<file path="src/sv/dtip_pkg.sv">
`timescale 1ns / 1ps
`default_nettype none

package dtip_pkg;

	localparam int unsigned AccW = 34;
	localparam int unsigned CntW = 4;

	localparam logic [AccW-1:0] POS_LIMIT = 34'd2147483647;
	localparam logic [AccW-1:0] NEG_LIMIT = 34'd2147483648;
	localparam logic [31:0] POS_VALUE = 32'h7fff_ffff;
	localparam logic [31:0] NEG_VALUE = 32'h8000_0000;

	localparam logic [CntW-1:0] MAX_DIGITS = 4'd12;
	localparam logic [CntW-1:0] SAT_DIGITS = 4'd11;
	localparam logic [CntW-1:0] ACC_DIGITS = 4'd10;

	localparam logic [7:0] CH_NUL   = 8'h00;
	localparam logic [7:0] CH_SPACE = 8'h20;
	localparam logic [7:0] CH_PLUS  = 8'h2b;
	localparam logic [7:0] CH_MINUS = 8'h2d;
	localparam logic [7:0] CH_DOT   = 8'h2e;
	localparam logic [7:0] CH_ZERO  = 8'h30;
	localparam logic [7:0] CH_NINE  = 8'h39;
	localparam logic [7:0] CH_LOW_A = 8'h61;
	localparam logic [7:0] CH_LOW_Z = 8'h7a;

	typedef struct packed {
		logic       is_lower;
		logic       is_digit;
		logic       is_plus;
		logic       is_minus;
		logic       is_space;
		logic       is_dot;
		logic       is_nul;
		logic       is_zero;
		logic [3:0] dval;
		logic       last;
	} cls_t;

endpackage

`default_nettype wire

</file>
<file path="src/sv/dtip_front.sv">
`timescale 1ns / 1ps
`default_nettype none

module dtip_front
	import dtip_pkg::*;
(
	input  wire logic [7:0] ch,
	input  wire logic       last,
	output cls_t            cls
);

	always_comb begin
		cls.is_lower = (ch >= CH_LOW_A) && (ch <= CH_LOW_Z);
		cls.is_digit = (ch >= CH_ZERO) && (ch <= CH_NINE);
		cls.is_plus  = (ch == CH_PLUS);
		cls.is_minus = (ch == CH_MINUS);
		cls.is_space = (ch == CH_SPACE);
		cls.is_dot   = (ch == CH_DOT);
		cls.is_nul   = (ch == CH_NUL);
		cls.is_zero  = (ch == CH_ZERO);
		cls.dval     = ch[3:0];
		cls.last     = last;
	end

endmodule

`default_nettype wire

</file>
<file path="src/sv/dtip_cls_queue.sv">
`timescale 1ns / 1ps
`default_nettype none

module dtip_cls_queue
	import dtip_pkg::*;
(
	input  wire logic clk,
	input  wire logic arst_n,
	input  wire logic wr_en,
	input  wire cls_t wr_data,
	output logic      full,
	input  wire logic rd_en,
	output logic      rd_valid,
	output cls_t      rd_data
);

	cls_t       mem_q [2];
	logic       wr_ptr_q;
	logic       rd_ptr_q;
	logic [1:0] cnt_q;
	logic       do_wr;
	logic       do_rd;

	assign full     = (cnt_q == 2'd2);
	assign rd_valid = (cnt_q != 2'd0);
	assign rd_data  = mem_q[rd_ptr_q];
	assign do_wr    = wr_en && !full;
	assign do_rd    = rd_en && rd_valid;

	always_ff @(posedge clk) begin
		if (do_wr) begin
			mem_q[wr_ptr_q] <= wr_data;
		end
	end

	always_ff @(posedge clk or negedge arst_n) begin
		if (!arst_n) begin
			wr_ptr_q <= 1'b0;
			rd_ptr_q <= 1'b0;
			cnt_q    <= 2'd0;
		end else begin
			if (do_wr) begin
				wr_ptr_q <= !wr_ptr_q;
			end
			if (do_rd) begin
				rd_ptr_q <= !rd_ptr_q;
			end
			unique case ({do_wr, do_rd})
				2'b10:   cnt_q <= cnt_q + 2'd1;
				2'b01:   cnt_q <= cnt_q - 2'd1;
				default: cnt_q <= cnt_q;
			endcase
		end
	end

endmodule

`default_nettype wire

</file>
<file path="src/sv/dtip_back.sv">
`timescale 1ns / 1ps
`default_nettype none

module dtip_back
	import dtip_pkg::*;
(
	input  wire logic         clk,
	input  wire logic         arst_n,
	input  wire logic         in_valid,
	input  wire cls_t         in_cls,
	output logic              in_take,
	output logic              empty,
	input  wire logic         pop,
	output logic signed [31:0] value
);

	logic            finished_q;
	logic            at_start_q;
	logic            neg_q;
	logic            sign_q;
	logic            lz_q;
	logic [CntW-1:0] dc_q;
	logic [AccW-1:0] acc_q;

	logic            f_n;
	logic            as_n;
	logic            neg_n;
	logic            sign_n;
	logic            lz_n;
	logic [CntW-1:0] dc_n;
	logic [AccW-1:0] acc_n;

	logic            valid_s1;
	logic            neg_s1;
	logic [CntW-1:0] dc_s1;
	logic [AccW-1:0] acc_s1;

	logic [31:0]     res_mem_q [2];
	logic            res_wr_q;
	logic            res_rd_q;
	logic [1:0]      res_cnt_q;
	logic            res_full;
	logic            res_push;
	logic            res_pop;
	logic [31:0]     final_val;

	assign res_full = (res_cnt_q == 2'd2);
	assign res_push = valid_s1 && !res_full;
	assign res_pop  = pop && !empty;
	assign empty    = (res_cnt_q == 2'd0);
	assign value    = res_mem_q[res_rd_q];
	assign in_take  = in_valid && (!in_cls.last || !valid_s1 || res_push);

	// per-byte rule chain
	always_comb begin
		logic stop;
		logic begun;
		f_n    = finished_q;
		as_n   = at_start_q;
		neg_n  = neg_q;
		sign_n = sign_q;
		lz_n   = lz_q;
		dc_n   = dc_q;
		acc_n  = acc_q;
		stop   = finished_q;
		begun  = sign_q || lz_q || (dc_q != '0);
		if (!stop && at_start_q) begin
			as_n = 1'b0;
			if (in_cls.is_lower || in_cls.is_dot) begin
				f_n   = 1'b1;
				acc_n = '0;
				dc_n  = '0;
				stop  = 1'b1;
			end
		end
		if (!stop && (in_cls.is_nul || dc_q >= MAX_DIGITS)) begin
			f_n  = 1'b1;
			stop = 1'b1;
		end
		if (!stop && dc_q == '0 && in_cls.is_lower) begin
			f_n   = 1'b1;
			acc_n = '0;
			dc_n  = '0;
			stop  = 1'b1;
		end
		if (!stop && dc_q != '0 && (in_cls.is_plus || in_cls.is_minus ||
				in_cls.is_space || in_cls.is_lower)) begin
			f_n  = 1'b1;
			stop = 1'b1;
		end
		if (!stop && begun && (in_cls.is_plus || in_cls.is_minus)) begin
			f_n   = 1'b1;
			acc_n = '0;
			dc_n  = '0;
			stop  = 1'b1;
		end
		if (!stop && begun && (in_cls.is_lower || in_cls.is_dot || in_cls.is_space)) begin
			f_n  = 1'b1;
			stop = 1'b1;
		end
		if (!stop) begin
			priority if (in_cls.is_minus) begin
				neg_n  = 1'b1;
				sign_n = 1'b1;
			end else if (in_cls.is_plus) begin
				neg_n  = 1'b0;
				sign_n = 1'b1;
			end else if (dc_q == '0 && in_cls.is_zero) begin
				lz_n = 1'b1;
			end else if (in_cls.is_digit) begin
				if (dc_q < ACC_DIGITS) begin
					acc_n = (acc_q << 3) + (acc_q << 1) + {{(AccW-4){1'b0}}, in_cls.dval};
				end
				dc_n = dc_q + 4'd1;
				if (dc_n >= MAX_DIGITS) begin
					f_n = 1'b1;
				end
			end else begin
				f_n = finished_q;
			end
		end
	end

	always_ff @(posedge clk or negedge arst_n) begin
		if (!arst_n) begin
			finished_q <= 1'b0;
			at_start_q <= 1'b1;
			neg_q      <= 1'b0;
			sign_q     <= 1'b0;
			lz_q       <= 1'b0;
			dc_q       <= '0;
			acc_q      <= '0;
		end else if (in_take) begin
			if (in_cls.last) begin
				finished_q <= 1'b0;
				at_start_q <= 1'b1;
				neg_q      <= 1'b0;
				sign_q     <= 1'b0;
				lz_q       <= 1'b0;
				dc_q       <= '0;
				acc_q      <= '0;
			end else begin
				finished_q <= f_n;
				at_start_q <= as_n;
				neg_q      <= neg_n;
				sign_q     <= sign_n;
				lz_q       <= lz_n;
				dc_q       <= dc_n;
				acc_q      <= acc_n;
			end
		end
	end

	// end of string snapshot
	always_ff @(posedge clk or negedge arst_n) begin
		if (!arst_n) begin
			valid_s1 <= 1'b0;
		end else if (in_take && in_cls.last) begin
			valid_s1 <= 1'b1;
		end else if (res_push) begin
			valid_s1 <= 1'b0;
		end
	end

	always_ff @(posedge clk) begin
		if (in_take && in_cls.last) begin
			neg_s1 <= neg_n;
			dc_s1  <= dc_n;
			acc_s1 <= acc_n;
		end
	end

	// saturation and sign
	always_comb begin
		priority if (dc_s1 >= SAT_DIGITS) begin
			final_val = neg_s1 ? NEG_VALUE : POS_VALUE;
		end else if (!neg_s1 && acc_s1 > POS_LIMIT) begin
			final_val = POS_VALUE;
		end else if (neg_s1 && acc_s1 > NEG_LIMIT) begin
			final_val = NEG_VALUE;
		end else if (neg_s1) begin
			final_val = 32'd0 - acc_s1[31:0];
		end else begin
			final_val = acc_s1[31:0];
		end
	end

	always_ff @(posedge clk) begin
		if (res_push) begin
			res_mem_q[res_wr_q] <= final_val;
		end
	end

	always_ff @(posedge clk or negedge arst_n) begin
		if (!arst_n) begin
			res_wr_q  <= 1'b0;
			res_rd_q  <= 1'b0;
			res_cnt_q <= 2'd0;
		end else begin
			if (res_push) begin
				res_wr_q <= !res_wr_q;
			end
			if (res_pop) begin
				res_rd_q <= !res_rd_q;
			end
			unique case ({res_push, res_pop})
				2'b10:   res_cnt_q <= res_cnt_q + 2'd1;
				2'b01:   res_cnt_q <= res_cnt_q - 2'd1;
				default: res_cnt_q <= res_cnt_q;
			endcase
		end
	end

endmodule

`default_nettype wire

</file>
<file path="src/sv/decimal_text_to_int32_parser.sv">
`timescale 1ns / 1ps
`default_nettype none

// channel   signals               transaction when
// byte in   ch, last / push, full push && !full
// result    value / empty, pop    pop && !empty
//
// one byte per cycle unless a stalled result queue holds a last byte;
// results pass byte queue, rule stage, then saturation stage in turn
// arst_n clears both queues and the per-string state
// a stalled result queue backs up into the byte queue only on a last byte
// two-entry queues on both sides, so full and empty are registered

module decimal_text_to_int32_parser
	import dtip_pkg::*;
(
	input  wire logic         clk,
	input  wire logic         arst_n,
	input  wire logic [7:0]   ch,
	input  wire logic         last,
	input  wire logic         push,
	output logic              full,
	output logic signed [31:0] value,
	output logic              empty,
	input  wire logic         pop
);

	cls_t front_cls;
	cls_t q_cls;
	logic q_valid;
	logic q_take;

	dtip_front u_front (
		.ch   (ch),
		.last (last),
		.cls  (front_cls)
	);

	dtip_cls_queue u_queue (
		.clk      (clk),
		.arst_n   (arst_n),
		.wr_en    (push),
		.wr_data  (front_cls),
		.full     (full),
		.rd_en    (q_take),
		.rd_valid (q_valid),
		.rd_data  (q_cls)
	);

	dtip_back u_back (
		.clk      (clk),
		.arst_n   (arst_n),
		.in_valid (q_valid),
		.in_cls   (q_cls),
		.in_take  (q_take),
		.empty    (empty),
		.pop      (pop),
		.value    (value)
	);

endmodule

`default_nettype wire

</file>
<file path="config.mk">
export PLATFORM = sky130hd
export DESIGN_NAME = decimal_text_to_int32_parser
export DESIGN_NICKNAME = d
export VERILOG_FILES = /design/src/sv/dtip_pkg.sv /design/src/sv/dtip_front.sv /design/src/sv/dtip_cls_queue.sv /design/src/sv/dtip_back.sv /design/src/sv/decimal_text_to_int32_parser.sv
export SDC_FILE = /design/constraint.sdc
export NUM_CORES = 1
export LEC_CHECK = 0
export ABC_AREA = 1
export CAP_MARGIN = 20
export CORE_AREA = 4 4 151 189
export CTS_CLUSTER_DIAMETER = 60
export DETAILED_ROUTE_END_ITERATION = 12
export DIE_AREA = 0 0 155 193
export DONT_BUFFER_PORTS = 1
export GPL_TIMING_DRIVEN = 0
export PLACE_DENSITY_LB_ADDON = 0.1
export SETUP_SLACK_MARGIN = 0.1
export SLEW_MARGIN = 20
export SYNTH_ARGS = -nofsm -noshare
export SYNTH_HDL_FRONTEND = slang
export SYNTH_HIERARCHICAL = 1
export SYNTH_SLANG_ARGS = --single-unit
</file>
<file path="constraint.sdc">
create_clock -name clk -period 4.59 [get_ports clk]
set_input_delay 0.6885 -clock clk [delete_from_list [all_inputs] [get_ports clk]]
set_output_delay 0.6885 -clock clk [all_outputs]
set_load 0.02 [all_outputs]
</file>
# == Word-level counts from Yosys, hierarchy flattened ==
# Memories as Yosys holds them, arrays and structs flattened.
# Cells that the tools add are included.
# totals
register_bits,91
ram_bits,90
input_bits,13
wordCells,177
mem_count,2
# classes
n_addsub,8
magnitude_cmp,10
n_eq_ne,14
mux,63
reduce_logical,63
# memory_table
name,words,word_bits,read_ports,rd_ports_with_merged_regs,write_ports,line_no,text
u_back.res_mem_q,2,32,1,0,1,dtip_back.sv:38,logic [31:0] res_mem_q [2];
u_queue.mem_q,2,13,1,0,1,dtip_cls_queue.sv:17,cls_t mem_q [2];
# ops
operator,n
2-to-1 mux 34 bit,11
2-to-1 mux 32 bit,5
"== test 8 x 6 -> 1 bit, second input constant",5
2-to-1 mux 4 bit,10
2-to-1 mux 1 bit,35
adder 34 bit,1
adder 34 x 4 -> 34 bit,1
"> comparator 34 x 31 -> 1 bit, second input constant",1
"> comparator 34 x 32 -> 1 bit, second input constant",1
"subtractor 1 x 32 -> 32 bit, first input constant",1
logical AND 1 bit,21
logical NOT 1 bit,16
"greater-or-equal comparator 4 bit, second input constant",3
nonzero test 2 bit,6
logical OR 1 bit,10
"== test 2 bit, second input constant",4
"greater-or-equal comparator 8 x 6 -> 1 bit, second input constant",1
"greater-or-equal comparator 8 x 7 -> 1 bit, second input constant",1
"<= comparator 8 x 6 -> 1 bit, second input constant",1
"<= comparator 8 x 7 -> 1 bit, second input constant",1
logical NOT 8 bit,1
one-hot mux 2 bit (2 select lines),2
nonzero test 6 bit,1
AND reduction 5 bit,1
13 further kinds,18

# == Logic depth before layout (Yosys ltp) ==
# An unclocked memory read counts as a cell.
# depth
ltp_word,26
ltp_mapped,21
depth_no_buf,20

# == By module ==
# The synthesis kept the hierarchy.
# by_module_without_submodules
module,instances,cells_per_inst,area_per_inst_um2,seq_area_each_um2
dtip_back,1,1426,10455.0,4295.4
dtip_cls_queue,1,99,1177.4,880.8
dtip_front,1,42,197.7,0.0

# == Worst setup path before layout ==
# OpenSTA, ideal clock, no wires.
# synth_timing
path_kind,register to register
from,register u_queue.rd_ptr_q
to,"register u_back.acc_s1[26], data pin"
t_arrival_ps,2672
t_required_ps,4335
path_slack_ps,1663
path_stages_with_launch,20
path_cell_list,dfrtp_1 inv_2 buf_6 nand2_1 nand2_1 inv_1 fa_1 inv_1 fa_1 nand3_1 nand3_1 nand2_1 nand2_1 nand2_1 nand2_1 nand2_1 nand3_1 nand2_1 nand2_1 and2_1
# synth_rtl
element,line_no,text
"start, declared",dtip_cls_queue.sv:19,logic rd_ptr_q;
"start signal, assigned",dtip_cls_queue.sv:46,rd_ptr_q <= !rd_ptr_q;
"end signal, assigned",dtip_back.sv:169,acc_s1 <= acc_n;
"end, declared",dtip_back.sv:36,logic [AccW-1:0] acc_s1;

==> reports/metrics.csv <==
metric,value,unit
cp_max_fo,10,
finalHoldViolations,0,
swShare,0.4400,
setup_viol,0,
period_minus_slack,3.372,ns
core,26740,µm²
slew-limit-headroom,0.3971,
drc,0,
path_buf_inv,4,
p_int,4.395,mW
seqPwrFrac,0.362,
drtIter0Drc,494,
rrSetupSlack,1.22,ns
antenna_found_initial,0,
globalRouteOverflowTotal,0,
r2r_end,u_back/acc_s1[26],
path_class,reg -> reg,
max_freq,296.6,MHz
total_power,7.849,mW
post_cts_buffers,0,
cts_buffers,17,
grt_pass1_vias,9320,
crit_slowest_cell,fa_1,
cpMostUsedCell,nand2_1,
clock_sinks,181,
path_clk_slew,0.07,ns
place_area,12350,µm²
synth_cell_type_count,40,
fin_tns_setup,0,ns
design_area,12970,µm²
place_congestion,0.9219,
power_density,605.0,nW/µm²
grt_pass1_wl,48250,µm
via_count,9427,
ys_ff_latch,181,
routed_wl,30270,µm
yosysWarnings,6,
die_x,155,µm
crit_chain,inv_2 > buf_6 > nand2_1 > nand2_1 > inv_1 > fa_1 > inv_1 > fa_1 > nand3_1 > nand3_1 > nand2_1 > nand2_1 > nand2_1 > nand2_1 > nand2_1 > nand3_1 > nand2_1 > nand2_1 > and2_1,
max-vdd-ir-drop,0.2622,mV
crit_family,simple AND/OR/NAND/NOR gates,
regToRegStartpoint,u_queue/rd_ptr_q,
track_usage,0.2084,
cts_max_level,4,
layout_commonest_cell,nand2_1,
hp-class,in -> async,
p_leak,6.560,nW
crit_path_max_incr_delay,0.53,ns
cts_resized,0,
seq_area_frac_synth,0.4375,
fp.dieH,193,µm
clk_latency,0.44,ns
start_util,0.4424,
drive_gt1_frac,0.05552,
clkPwrFrac,0.190,
postCtsHoldBufs,1,
finClkSkew,0.01116,ns
arrival,3.56,ns
routedWlPerCell,15.54,µm
synthesis.area,11830,µm²
avgSynthCellArea,7.550,µm²
combPwrFrac,0.448,
clock_path_buffers,2,
root_buffer,clkbuf_16,
holdWs,0.09104,ns
cap_violations,0,
dpl.hpwl,24230,µm
netlist_instances,1567,
worstRegToRegCells,19,
fp-row-count,67,
viasPerCell,4.839,
cts_tree,done,
diodes,0,
ant_nets,0,
drt_first_pass_iters,5,
outcome,finished clean,
async_reset_ff_frac,0.2873,
tightest_slew,0.8948,ns
io_buffers,0,
slew_violations,0,
layout_common_cells,"691 x nand2_1, 182 x inv_1, 129 x edfxtp_1, 91 x nor2_1, 83 x nand3_1",
worst_setup_path_start_kind,register,
die-area,29920,µm²
synth_edf_count,129,
crit_required,4.78,ns
p_switching,3.453,mW
synth_fp_nets,1649,
grt_max_degree,52,
nets,1672,
period_share,0.7347,
synth_ff_type,edfxtp_1,
rsz0062_at_grt,no,
cp-end-kind,register,
ioPinCount,47,
area_growth,9.667,%
-- kinds of logic (layout without fill, tap and decap cells) --
family	Yosys count	count (layout)	share of synthesized area
adder cells (fa/ha/maj)	69	69	0.07425
AO/OA/AOI/OAI	83	83	0.03839
AND/OR/NAND/NOR	950	950	0.3324
XOR/XNOR	50	50	0.03702
buffers and inverters	234	270	0.08038
flip-flops	181	181	0.4375
-- synthesized netlist by cell type, drive strengths merged (2+ instances only) --
cell	instances	share of area
clkbuf	22	0.0070
nand3	89	0.040
nor2	102	0.036
o21ai	41	0.018
nor3	18	0.0086
xnor2	21	0.016
and2	23	0.012
edfxtp	129	0.33
nand2	696	0.22
inv	192	0.061
o22ai	3	0.0016
a21boi	9	0.0057
a21oi	28	0.012
dfrtp	51	0.11
xor2	29	0.021
ha	67	0.071
buf	18	0.012
fa	2	0.0034
or2	3	0.0016
clkinv	2	0.00063
nand3b	7	0.0055
nand4	11	0.0058
-- flip-flops by register name, indices dropped and copies added (netlist names), 2 cells and up --
name              count
u_queue/cnt_q         2
u_queue/mem_q        26
u_back/acc_s1        34
u_back/acc_q         34
u_back/res_cnt_q      2
u_back/dc_s1          4
u_back/dc_q           4
u_back/res_mem_q     64
-- final cells by class --
type,count,area [µm²]
buffer,40,222.7
clock buffer,20,436.7
clock inverter,12,155.1
fill,2655,13770
inverter,194,728.2
multi-input combinational,1152,5720
sequential,181,5176
tap,345,431.7
timing repair buffer,4,102.6
-- metal layers --
metal	global-route usage	wire, µm	vias up
met5	0	0	-
met4	0.09684	1309	0
met3	0.02969	875	51
met2	0.3892	15570	169
met1	0.2335	12510	4232
li1	-	-	4975
-- power by group through the flow --
stage,logic (mW),registers [mW],clock network [mW]
final,3.52,2.84,1.49
after global routing,3.94,2.90,1.60
after CTS,3.56,2.85,1.54
after detailed placement,3.54,2.88,0
after global placement,3.41,2.88,0
after floorplan,2.55,2.80,0
-- per-stage QoR --
stage	worst slack (ns)	util	cells
5_1_grt	0.9205	0.4851	1948
6_report	1.218	0.4851	1948
3_3_place_gp	1.166	0.4585	1912
3_5_place_dp	1.170	0.4619	1915
2_1_floorplan	1.663	-	1567
4_1_cts	1.162	0.4851	1948
-- worst max-delay path by stage --
stage,slack (ns),cells past startpoint,end,start
after floorplan,1.66,19,u_back/acc_s1[26],u_queue/rd_ptr_q
after CTS,1.16,19,u_back/acc_s1[26],u_queue/rd_ptr_q
final,1.22,19,u_back/acc_s1[26],u_queue/rd_ptr_q
after global routing,0.92,19,u_back/acc_s1[26],u_queue/rd_ptr_q
after detailed placement,1.17,19,u_back/acc_s1[26],u_queue/rd_ptr_q
after global placement,1.17,19,u_back/acc_s1[26],u_queue/rd_ptr_q
-- worst register-to-register path: stages (launching register included) --
cell,delay [ns]
dfrtp_1,0.44
inv_2,0.13
buf_6,0.14
nand2_1,0.05
nand2_1,0.05
inv_1,0.05
fa_1,0.53
inv_1,0.07
fa_1,0.51
nand3_1,0.12
nand3_1,0.15
nand2_1,0.10
nand2_1,0.10
nand2_1,0.10
nand2_1,0.10
nand2_1,0.11
nand3_1,0.07
nand2_1,0.12
nand2_1,0.07
and2_1,0.13
(Power assumes the default switching activity.)
